**src/hw/rtl/sv39_page_table_mapper_macros.svh**
```systemverilog
// assertion macros shared by the mapper rtl
`ifndef SV39_PAGE_TABLE_MAPPER_MACROS_SVH
`define SV39_PAGE_TABLE_MAPPER_MACROS_SVH

// same-cycle implication, disabled during reset
`define SV39PTM_ASSERT_IMP(lbl, clk, rst, ante, cons) \
  lbl: assert property (@(posedge clk) disable iff (rst) (ante) |-> (cons)) \
    else $error("sv39ptm: same-cycle check failed");

// next-cycle implication, disabled during reset
`define SV39PTM_ASSERT_NXT(lbl, clk, rst, ante, cons) \
  lbl: assert property (@(posedge clk) disable iff (rst) (ante) |=> (cons)) \
    else $error("sv39ptm: next-cycle check failed");

`endif

```
**src/hw/rtl/sv39ptm_pkg.sv**
```systemverilog
package sv39ptm_pkg;

  // pool geometry
  localparam int POOL_PAGES = 16;
  localparam int VPN_W      = 9;
  localparam int ENTRIES    = 512;
  localparam int PAGE_W     = (POOL_PAGES > 1) ? $clog2(POOL_PAGES) : 1;
  localparam int CNT_W      = $clog2(POOL_PAGES + 1);
  localparam int ADDR_W     = PAGE_W + VPN_W;
  localparam int DEPTH      = POOL_PAGES * ENTRIES;

  // field widths
  localparam int PPN_W  = 44;
  localparam int VA_W   = 39;
  localparam int PA_W   = 56;
  localparam int PERM_W = 8;
  localparam int PTE_W  = 64;
  localparam int USE_W  = 5;

  // result status codes
  typedef enum logic [1:0] {
    ST_OK      = 2'd0,
    ST_FULL    = 2'd1,
    ST_OUTSIDE = 2'd2
  } status_t;

  // which vpn slice addresses the table
  typedef enum logic [1:0] {
    VSEL_2 = 2'd0,
    VSEL_1 = 2'd1,
    VSEL_0 = 2'd2
  } vsel_t;

  // write data source
  typedef enum logic [1:0] {
    WSEL_ZERO = 2'd0,
    WSEL_PTR  = 2'd1,
    WSEL_LEAF = 2'd2
  } wsel_t;

  // controller to datapath
  typedef struct packed {
    logic    load_in;
    logic    clr_step;
    logic    wr_en;
    wsel_t   wsel;
    vsel_t   vsel;
    logic    follow;
    logic    alloc;
    logic    st_load;
    status_t st_code;
    logic    load_out;
  } cmd_t;

  // datapath to controller
  typedef struct packed {
    logic clr_last;
    logic pte_v;
    logic outside;
    logic full;
    logic out_busy;
  } sts_t;

endpackage

```
**src/hw/rtl/sv39ptm_ctrl.sv**
```systemverilog
`include "sv39_page_table_mapper_macros.svh"

module sv39ptm_ctrl (
  input  logic              clk,
  input  logic              rst,
  input  logic              in_valid,
  output logic              in_ready,
  input  sv39ptm_pkg::sts_t sts,
  output sv39ptm_pkg::cmd_t cmd
);
  import sv39ptm_pkg::*;

  typedef enum logic [7:0] {
    S_CLEAR = 8'b0000_0001,
    S_IDLE  = 8'b0000_0010,
    S_RD2   = 8'b0000_0100,
    S_EV2   = 8'b0000_1000,
    S_RD1   = 8'b0001_0000,
    S_EV1   = 8'b0010_0000,
    S_LEAF  = 8'b0100_0000,
    S_DONE  = 8'b1000_0000
  } state_t;

  state_t st;
  state_t st_next;
  state_t lvl_next;

  // state register
  always_ff @(posedge clk) begin
    if (rst) begin
      st <= S_CLEAR;
    end else begin
      st <= st_next;
    end
  end

  // next state and commands
  always_comb begin
    cmd      = '0;
    st_next  = st;
    in_ready = 1'b0;
    lvl_next = S_RD1;
    case (st)
      S_CLEAR: begin
        cmd.clr_step = 1'b1;
        cmd.wr_en    = 1'b1;
        cmd.wsel     = WSEL_ZERO;
        if (sts.clr_last) begin
          st_next = S_IDLE;
        end
      end
      S_IDLE: begin
        in_ready = 1'b1;
        if (in_valid) begin
          cmd.load_in = 1'b1;
          st_next     = S_RD2;
        end
      end
      S_RD2: begin
        cmd.vsel = VSEL_2;
        st_next  = S_EV2;
      end
      S_RD1: begin
        cmd.vsel = VSEL_1;
        st_next  = S_EV1;
      end
      S_EV2, S_EV1: begin
        cmd.vsel = (st == S_EV2) ? VSEL_2 : VSEL_1;
        lvl_next = (st == S_EV2) ? S_RD1 : S_LEAF;
        if (sts.pte_v) begin
          if (sts.outside) begin
            cmd.st_load = 1'b1;
            cmd.st_code = ST_OUTSIDE;
            st_next     = S_DONE;
          end else begin
            cmd.follow = 1'b1;
            st_next    = lvl_next;
          end
        end else if (sts.full) begin
          cmd.st_load = 1'b1;
          cmd.st_code = ST_FULL;
          st_next     = S_DONE;
        end else begin
          cmd.wr_en = 1'b1;
          cmd.wsel  = WSEL_PTR;
          cmd.alloc = 1'b1;
          st_next   = lvl_next;
        end
      end
      S_LEAF: begin
        cmd.vsel  = VSEL_0;
        cmd.wr_en = 1'b1;
        cmd.wsel  = WSEL_LEAF;
        st_next   = S_DONE;
      end
      S_DONE: begin
        if (!sts.out_busy) begin
          cmd.load_out = 1'b1;
          st_next      = S_IDLE;
        end
      end
      default: begin
        st_next = S_CLEAR;
      end
    endcase
  end

  `SV39PTM_ASSERT_IMP(a_alloc_room, clk, rst, cmd.alloc, !sts.full)
  `SV39PTM_ASSERT_IMP(a_out_free, clk, rst, cmd.load_out, !sts.out_busy)
  `SV39PTM_ASSERT_NXT(a_accept_walk, clk, rst, in_valid && in_ready, st == S_RD2)

endmodule

```
**config.mk**
```make
export PLATFORM = sky130hd
export DESIGN_NAME = sv39ptm_ctrl
export DESIGN_NICKNAME = d
export VERILOG_FILES = /design/src/hw/rtl/sv39ptm_pkg.sv /design/src/hw/rtl/sv39ptm_ctrl.sv
export VERILOG_INCLUDE_DIRS = /design/src /design/src/hw/rtl
export SDC_FILE = /design/constraint.sdc
export NUM_CORES = 1
export LEC_CHECK = 0
export ABC_AREA = 1
export BUFFER_PORTS_ARGS = -buffer_cell sky130_fd_sc_hd__buf_2
export CORE_MARGIN = 8
export CORE_UTILIZATION = 47
export CTS_CLUSTER_DIAMETER = 40
export DETAILED_ROUTE_END_ITERATION = 16
export HOLD_SLACK_MARGIN = 0.08
export PLACE_DENSITY = 0.76
export SLEW_MARGIN = 5
export SYNTH_ARGS = -nofsm -noshare
export SYNTH_HDL_FRONTEND = slang
export SYNTH_SLANG_ARGS = --single-unit
```
**constraint.sdc**
```tcl
create_clock -name clk -period 1.5 [get_ports clk]
set_input_delay 0.3 -clock clk [delete_from_list [all_inputs] [get_ports clk]]
set_output_delay 0.3 -clock clk [all_outputs]
set_load 0.02 [all_outputs]
```
* Word-level counts from Yosys, hierarchy flattened
Index checks and enable logic that the tools add are counted.
Word-level totals: output and inout port bits 14, word-level logic and storage cells 41, flip-flop bits (word level) 8
Cells by class: reductions and logical operators 2, multiplexer cells 27, equality and inequality tests 11
Operator list (number):
- 8-bit case mux with 7 select lines | 1
- 8-bit 2-to-1 mux | 6
- 3-bit 2-to-1 mux | 5
- 1-bit 2-to-1 mux | 11
- 3-bit case mux with 3 select lines | 1
- 8-bit by 1-bit equality test with 1-bit output, second input constant | 1
- 8-bit by 2-bit equality test with 1-bit output, second input constant | 1
- 8-bit by 3-bit equality test with 1-bit output, second input constant | 1
- 8-bit by 4-bit equality test with 1-bit output, second input constant | 1
- 8-bit by 5-bit equality test with 1-bit output, second input constant | 1
- 8-bit by 6-bit equality test with 1-bit output, second input constant | 1
- 8-bit by 7-bit equality test with 1-bit output, second input constant | 1
- 8-bit equality test, second input constant | 1
- 7-bit 2-to-1 mux | 1
- 2-bit != test, second input constant | 3
- 2-bit case mux with 3 select lines | 1
- 5-bit 2-to-1 mux | 1
- 3-bit AND reduction | 1
- 2-bit OR reduction | 1

* Longest topological paths before layout
Gate-level depths: netlist (run 1).
depth after elaboration 5, depth in mapped cells 9, depth with buffers taken out 9

* Least setup slack after synthesis (run 1)
Ideal clock, no wire load.
path type register -> output, start point register st[5], end point output port cmd[1] in the netlist's numbering, setup slack 0.112 ns, cell stages (with the launch flop) 8, arrival time 1.088 ns, path buffers 0, required time 1.200 ns, cell sequence dfxtp_1 nor2_2 nand2_2 inv_2 nand2_2 nand2_4 inv_1 nor2_1
RTL lines:
- from (decl) | RTL line sv39ptm_ctrl.sv:24 | state_t st;
- from (signal assigned) | RTL line sv39ptm_ctrl.sv:33 | st <= st_next;
- to (decl) | RTL line sv39ptm_ctrl.sv:9 | output sv39ptm_pkg::cmd_t cmd

==> flow_summary.json, run 1 <==
{
  "vias_per_cell": 5.116,
  "end_kind": "output pin",
  "hold_violations": 0,
  "layout_common_cells": "16 x nand2_1, 16 x buf_4, 11 x inv_2",
  "clk_path_buf_depth": 2,
  "fin_ws_ps": -222.2,
  "startpoint": "st[5]",
  "synth_cell_types": 16,
  "max_flop_register": "st",
  "insertion_delay_ps": 280,
  "rows": 13,
  "gp_congestion": 0.7803,
  "criticalPathCategory": "register to output pin",
  "die_w_um": 52.12,
  "r2r_end": "st[1]",
  "fp.dieH_um": 52.12,
  "p_leak_nw": 0.5644,
  "track_usage": 0.1433,
  "clk_pin_slew_ps": 60,
  "wire_per_inst_um": 14.77,
  "ys_seq_elements": 8,
  "final_max_slew_viol_count": 0,
  "fmax_mhz": 580.6,
  "hpwlAfterDp_mm": 1.197,
  "grt_pass1_vias": 705,
  "worst-r2r-setup-slack_ps": 110,
  "layout-drive-gt1-share": 0.6565,
  "reg2regPathDepth": 10,
  "cts_tree": "built",
  "syn_area_per_cell_um2": 6.386,
  "netlist_area_um2": 613.1,
  "reg_top3": "st: 8 flops",
  "status": "finished, violations left",
  "core_mm2": 0.001252,
  "reg2reg_from": "st[3]",
  "vias": 747,
  "fin_crit_ps": 1722,
  "critPathRequiredTime_ps": 1200,
  "drt_iter0_drc": 16,
  "clock-root-buffer": "clkbuf_4",
  "first_pass_iters": 4,
  "num-nets-final": 141,
  "power_uw": 765.9,
  "antenna_found_initial": 0,
  "start_util": 0.4895,
  "cp-start-kind": "register",
  "route.detailed.drc": 0,
  "cts_hold_buf": 0,
  "endpoint": "cmd[5]",
  "grt_start_max_net_pins": 8,
  "period_share": 1.148,
  "antenna_cells": 0,
  "critPathMaxFanout": 4,
  "max_slew_margin": 0.8662,
  "worstPathArrival_ps": 1420,
  "synthCells": 96,
  "clock_skew_ps": 6.879,
  "place_area_um2": 729.5,
  "timing.hold.ws_ps": 289.6,
  "violations": "negative setup slack",
  "io_pins": 22,
  "dieArea_mm2": 0.002716,
  "syn_to_final_growth_pct": 62.65,
  "grt.overflow.total": 0,
  "worst_pin_slew_ps": 199.2,
  "synth.net_count": 104,
  "drt-total-wl_mm": 2.156,
  "largest_reg_flops": 8,
  "maxCapViolations": 0,
  "ant_nets": 0,
  "yosys_warnings": 0,
  "grt_pass1_wl_mm": 3.001,
  "power_density_mw_per_mm2": 768.0,
  "setup_viol": 14,
  "seq_area_frac_synth": 0.2612,
  "hold_class": "input pin to register",
  "cts_made_buffers": 3,
  "h-tree-depth": 1,
  "fin_area_um2": 997.2,
  "portBuffers": 21,
  "fillers": 78,
  "fin_util": 0.7962,
  "ir_drop_uv": 557.0,
  "clock-sinks": 8,
  "rsz0062_at_grt": "true"
}
-- metrics by stage --
step	setup WS, ps	setup TNS (ps)	cells
final	-222.2	-2176	146
after global routing	-275.3	-2862	146
after CTS	-145.6	-1395	142
after detailed placement	57.23	0	131
after global placement	68.00	0	131
after floorplan	112.1	0	96
-- layer usage --
metal | up-vias | share of wire | routed length [µm] | track usage
met2 | 34 | 0.52 | 1119 | 0.2500
met3 | 9 | 0.063 | 136 | 0.03419
met4 | 0 | 0.041 | 89 | 0.09292
li1 | 357 | - | - | -
met5 | - | 0 | 0 | 0
met1 | 347 | 0.38 | 810 | 0.1486
-- how the worst min path moves through the flow --
stage | start | to | cells after the start
after floorplan | rst | st[3] | 1
after global placement | rst | st[3] | 2
after detailed placement | rst | st[3] | 2
after CTS | rst | st[3] | 2
after global routing | rst | st[2] | 2
final | rst | st[3] | 2
-- synth_stat cells (all sizes together) --
cell | count | area, µm²
a21oi | 1 | 5.000
buf | 1 | 7.510
dfxtp | 8 | 160.2
inv | 22 | 82.57
nand2 | 28 | 142.6
nand3 | 9 | 65.06
nor2 | 21 | 115.1
nor3 | 6 | 35.03
-- worst max-delay path, stage by stage (launching register included) --
cell	delay [ps]
dfxtp_2	340
nor2_2	140
nand2_2	100
inv_2	90
nand2_4	60
nand2_4	100
inv_4	60
nor3_2	100
buf_4	160
-- cells by family (layout without fill, tap and decap cells) --
group	Yosys count	count (layout)	synth area share
AND/OR/NAND/NOR	64	64	0.5837
AO/OA/AOI/OAI	1	1	0.008155
buffers and inverters	23	58	0.1469
flip-flops	8	8	0.2612
-- power breakdown --
group	internal (mW)	switching [mW]	total (mW)
Sequential	0.226	0.00716	0.233
Combinational	0.154	0.192	0.346
Clock	0.0929	0.0937	0.187
-- area by class of cell --
type                    instances  area (µm²)  area share
multi-input cells              65       435.4      0.4366
repair buffers                 33       267.8      0.2685
flip-flops and latches          8       167.7      0.1681
inverters                      22       85.08     0.08532
clock buffers                   3       22.52     0.02258
well taps                      15       18.77     0.01882
-- timing repair --
| action | CTS | global route |
|---|---|---|
| pin swaps | 10 | 4 |
| setup endpoints to repair | 13 | 14 |
| setup buffers | 8 | 4 |
| gates resized for setup | 45 | 13 |
(Power assumes the default switching activity.)
==> run 2: changes to the inputs <==
==> constraint.sdc (replaced) <==
create_clock -name clk -period 1.5 [get_ports clk]
set_input_delay 0 -clock clk [delete_from_list [all_inputs] [get_ports clk]]
set_output_delay 0 -clock clk [all_outputs]
set_load 0.02 [all_outputs]
==> run 2 against run 1 <==
Effect of this change: the run now ends clean; global-route usage decreased by 2.1 points; register-to-register slack better by 200 ps; clock power decreased by 12%; maximum frequency increased by 22%; via count fell by 12%; largest cell class unchanged; sequential share of layout area grew 2.8 points; largest power group unchanged; clock skew barely moved.
==> flow_summary.json, run 2 (synthesis results as in run 1) <==
{
  "core_mm2": 0.001252,
  "multi_input_area_um2": 370.4,
  "fillers": 112,
  "io_pins": 22,
  "worstPathArrival_ps": 1420,
  "first_pass_iters": 4,
  "antenna_cells": 0,
  "clk_pin_slew_ps": 50,
  "hold_class": "input pin to register",
  "clock-root-buffer": "clkbuf_4",
  "power_density_mw_per_mm2": 794.5,
  "grt_start_max_net_pins": 8,
  "ant_nets": 0,
  "track_usage": 0.1223,
  "layout.cells.most_common": "buf_2",
  "fin_ws_ps": 83.81,
  "vias": 659,
  "timing.hold.ws_ps": 128.3,
  "gp_congestion": 0.7807,
  "portBuffers": 21,
  "insertion_delay_ps": 250,
  "criticalPathCategory": "register to output pin",
  "num-nets-final": 135,
  "clock_skew_ps": 7.212,
  "fin_area_um2": 814.5,
  "final_max_slew_viol_count": 0,
  "antenna_found_initial": 0,
  "min_path_cells": 4,
  "reg2regPathDepth": 9,
  "fp.dieH_um": 52.12,
  "maxCapViolations": 0,
  "hpwlAfterDp_mm": 1.188,
  "drt-total-wl_mm": 1.466,
  "grt.overflow.total": 0,
  "place_area_um2": 729.5,
  "ir_drop_uv": 449.0,
  "end_kind": "output pin",
  "worst_pin_slew_ps": 160.4,
  "status": "finished clean",
  "cp-start-kind": "register",
  "fmax_mhz": 706.1,
  "placedCellCount": 131,
  "h-tree-depth": 1,
  "route.detailed.drc": 0,
  "grt_pass1_wl_mm": 2.559,
  "wire_per_inst_um": 10.47,
  "syn_to_final_growth_pct": 32.86,
  "layout-drive-gt1-share": 0.4320,
  "clk_path_buf_depth": 2,
  "layout_common_cells": "20 x buf_2, 19 x nand2_1, 17 x inv_1",
  "rows": 13,
  "fin_crit_ps": 1416,
  "fin_cells": 140,
  "grt_pass1_vias": 624,
  "max_flop_register": "st",
  "p_leak_nw": 0.5108,
  "seqCellArea_um2": 160.2,
  "dieArea_mm2": 0.002716,
  "max_slew_margin": 0.8927,
  "critPathMaxFanout": 4,
  "reg_top3": "st: 8 flops",
  "largest_reg_flops": 8,
  "drt_iter0_drc": 19,
  "vias_per_cell": 4.707,
  "hold_violations": 0,
  "setup-tns-final_ps": 0,
  "start_util": 0.4895,
  "dp_slack_ps": 355.7,
  "period_share": 0.9441,
  "setup_viol": 0,
  "critPathRequiredTime_ps": 1500,
  "clock-sinks": 8,
  "die_w_um": 52.12,
  "cts_made_buffers": 3,
  "cts_tree": "built"
}
[run 2: repair_timing]
| action | in CTS | in global routing |
|---|---|---|
| setup buffers | 0 | 3 |
| resized for setup | 0 | 4 |
| hold endpoints to repair | 6 | 0 |
| endpoints found under the setup margin | 0 | 6 |
| hold buffers | 3 | 0 |
[run 2: stage by stage]
step           power (mW)    util
2_1_floorplan      0.3985       -
3_3_place_gp       0.4523  0.5824
3_5_place_dp       0.4536  0.5824
4_1_cts            0.6247  0.6244
5_1_grt            0.6982  0.6504
6_report           0.6472  0.6504
[run 2: critical path: stages (launching register included)]
cell and delay (ps):
dfxtp_1 340, nor2_2 140, nand2_2 100, inv_2 90, nand2_2 80, nand2_4 80, nand3_1 100, nand3_1 80
buf_2 160
[run 2: cell type report]
type | instances | area share
multi-input combinational | 65 | 0.4547
tap | 15 | 0.02304
inverter | 22 | 0.1014
timing repair buffer | 27 | 0.1966
clock buffer | 3 | 0.02765
sequential | 8 | 0.1966
[run 2: final timing paths]
kind / from / end / slack [ps]
max: st[5] / cmd[10] / 80
min: sts[1] / st[6] / 130
max reg2reg: st[1] / st[0] / 310
min reg2reg: st[2] / st[3] / 590
[run 2: metal layers]
| metal | track usage | share of wire |
|---|---|---|
| met1 | 0.1315 | 0.44 |
| met2 | 0.2080 | 0.49 |
| met4 | 0.07965 | 0.023 |
| met5 | 0 | 0 |
| met3 | 0.02849 | 0.048 |
[run 2: report_power, final]
group	total [mW]	leakage, nW	switching [mW]	internal (mW)
logic	0.250	0.432	0.155	0.0953
registers	0.232	0.0650	0.00721	0.225
clock network	0.165	0.0138	0.0730	0.0916
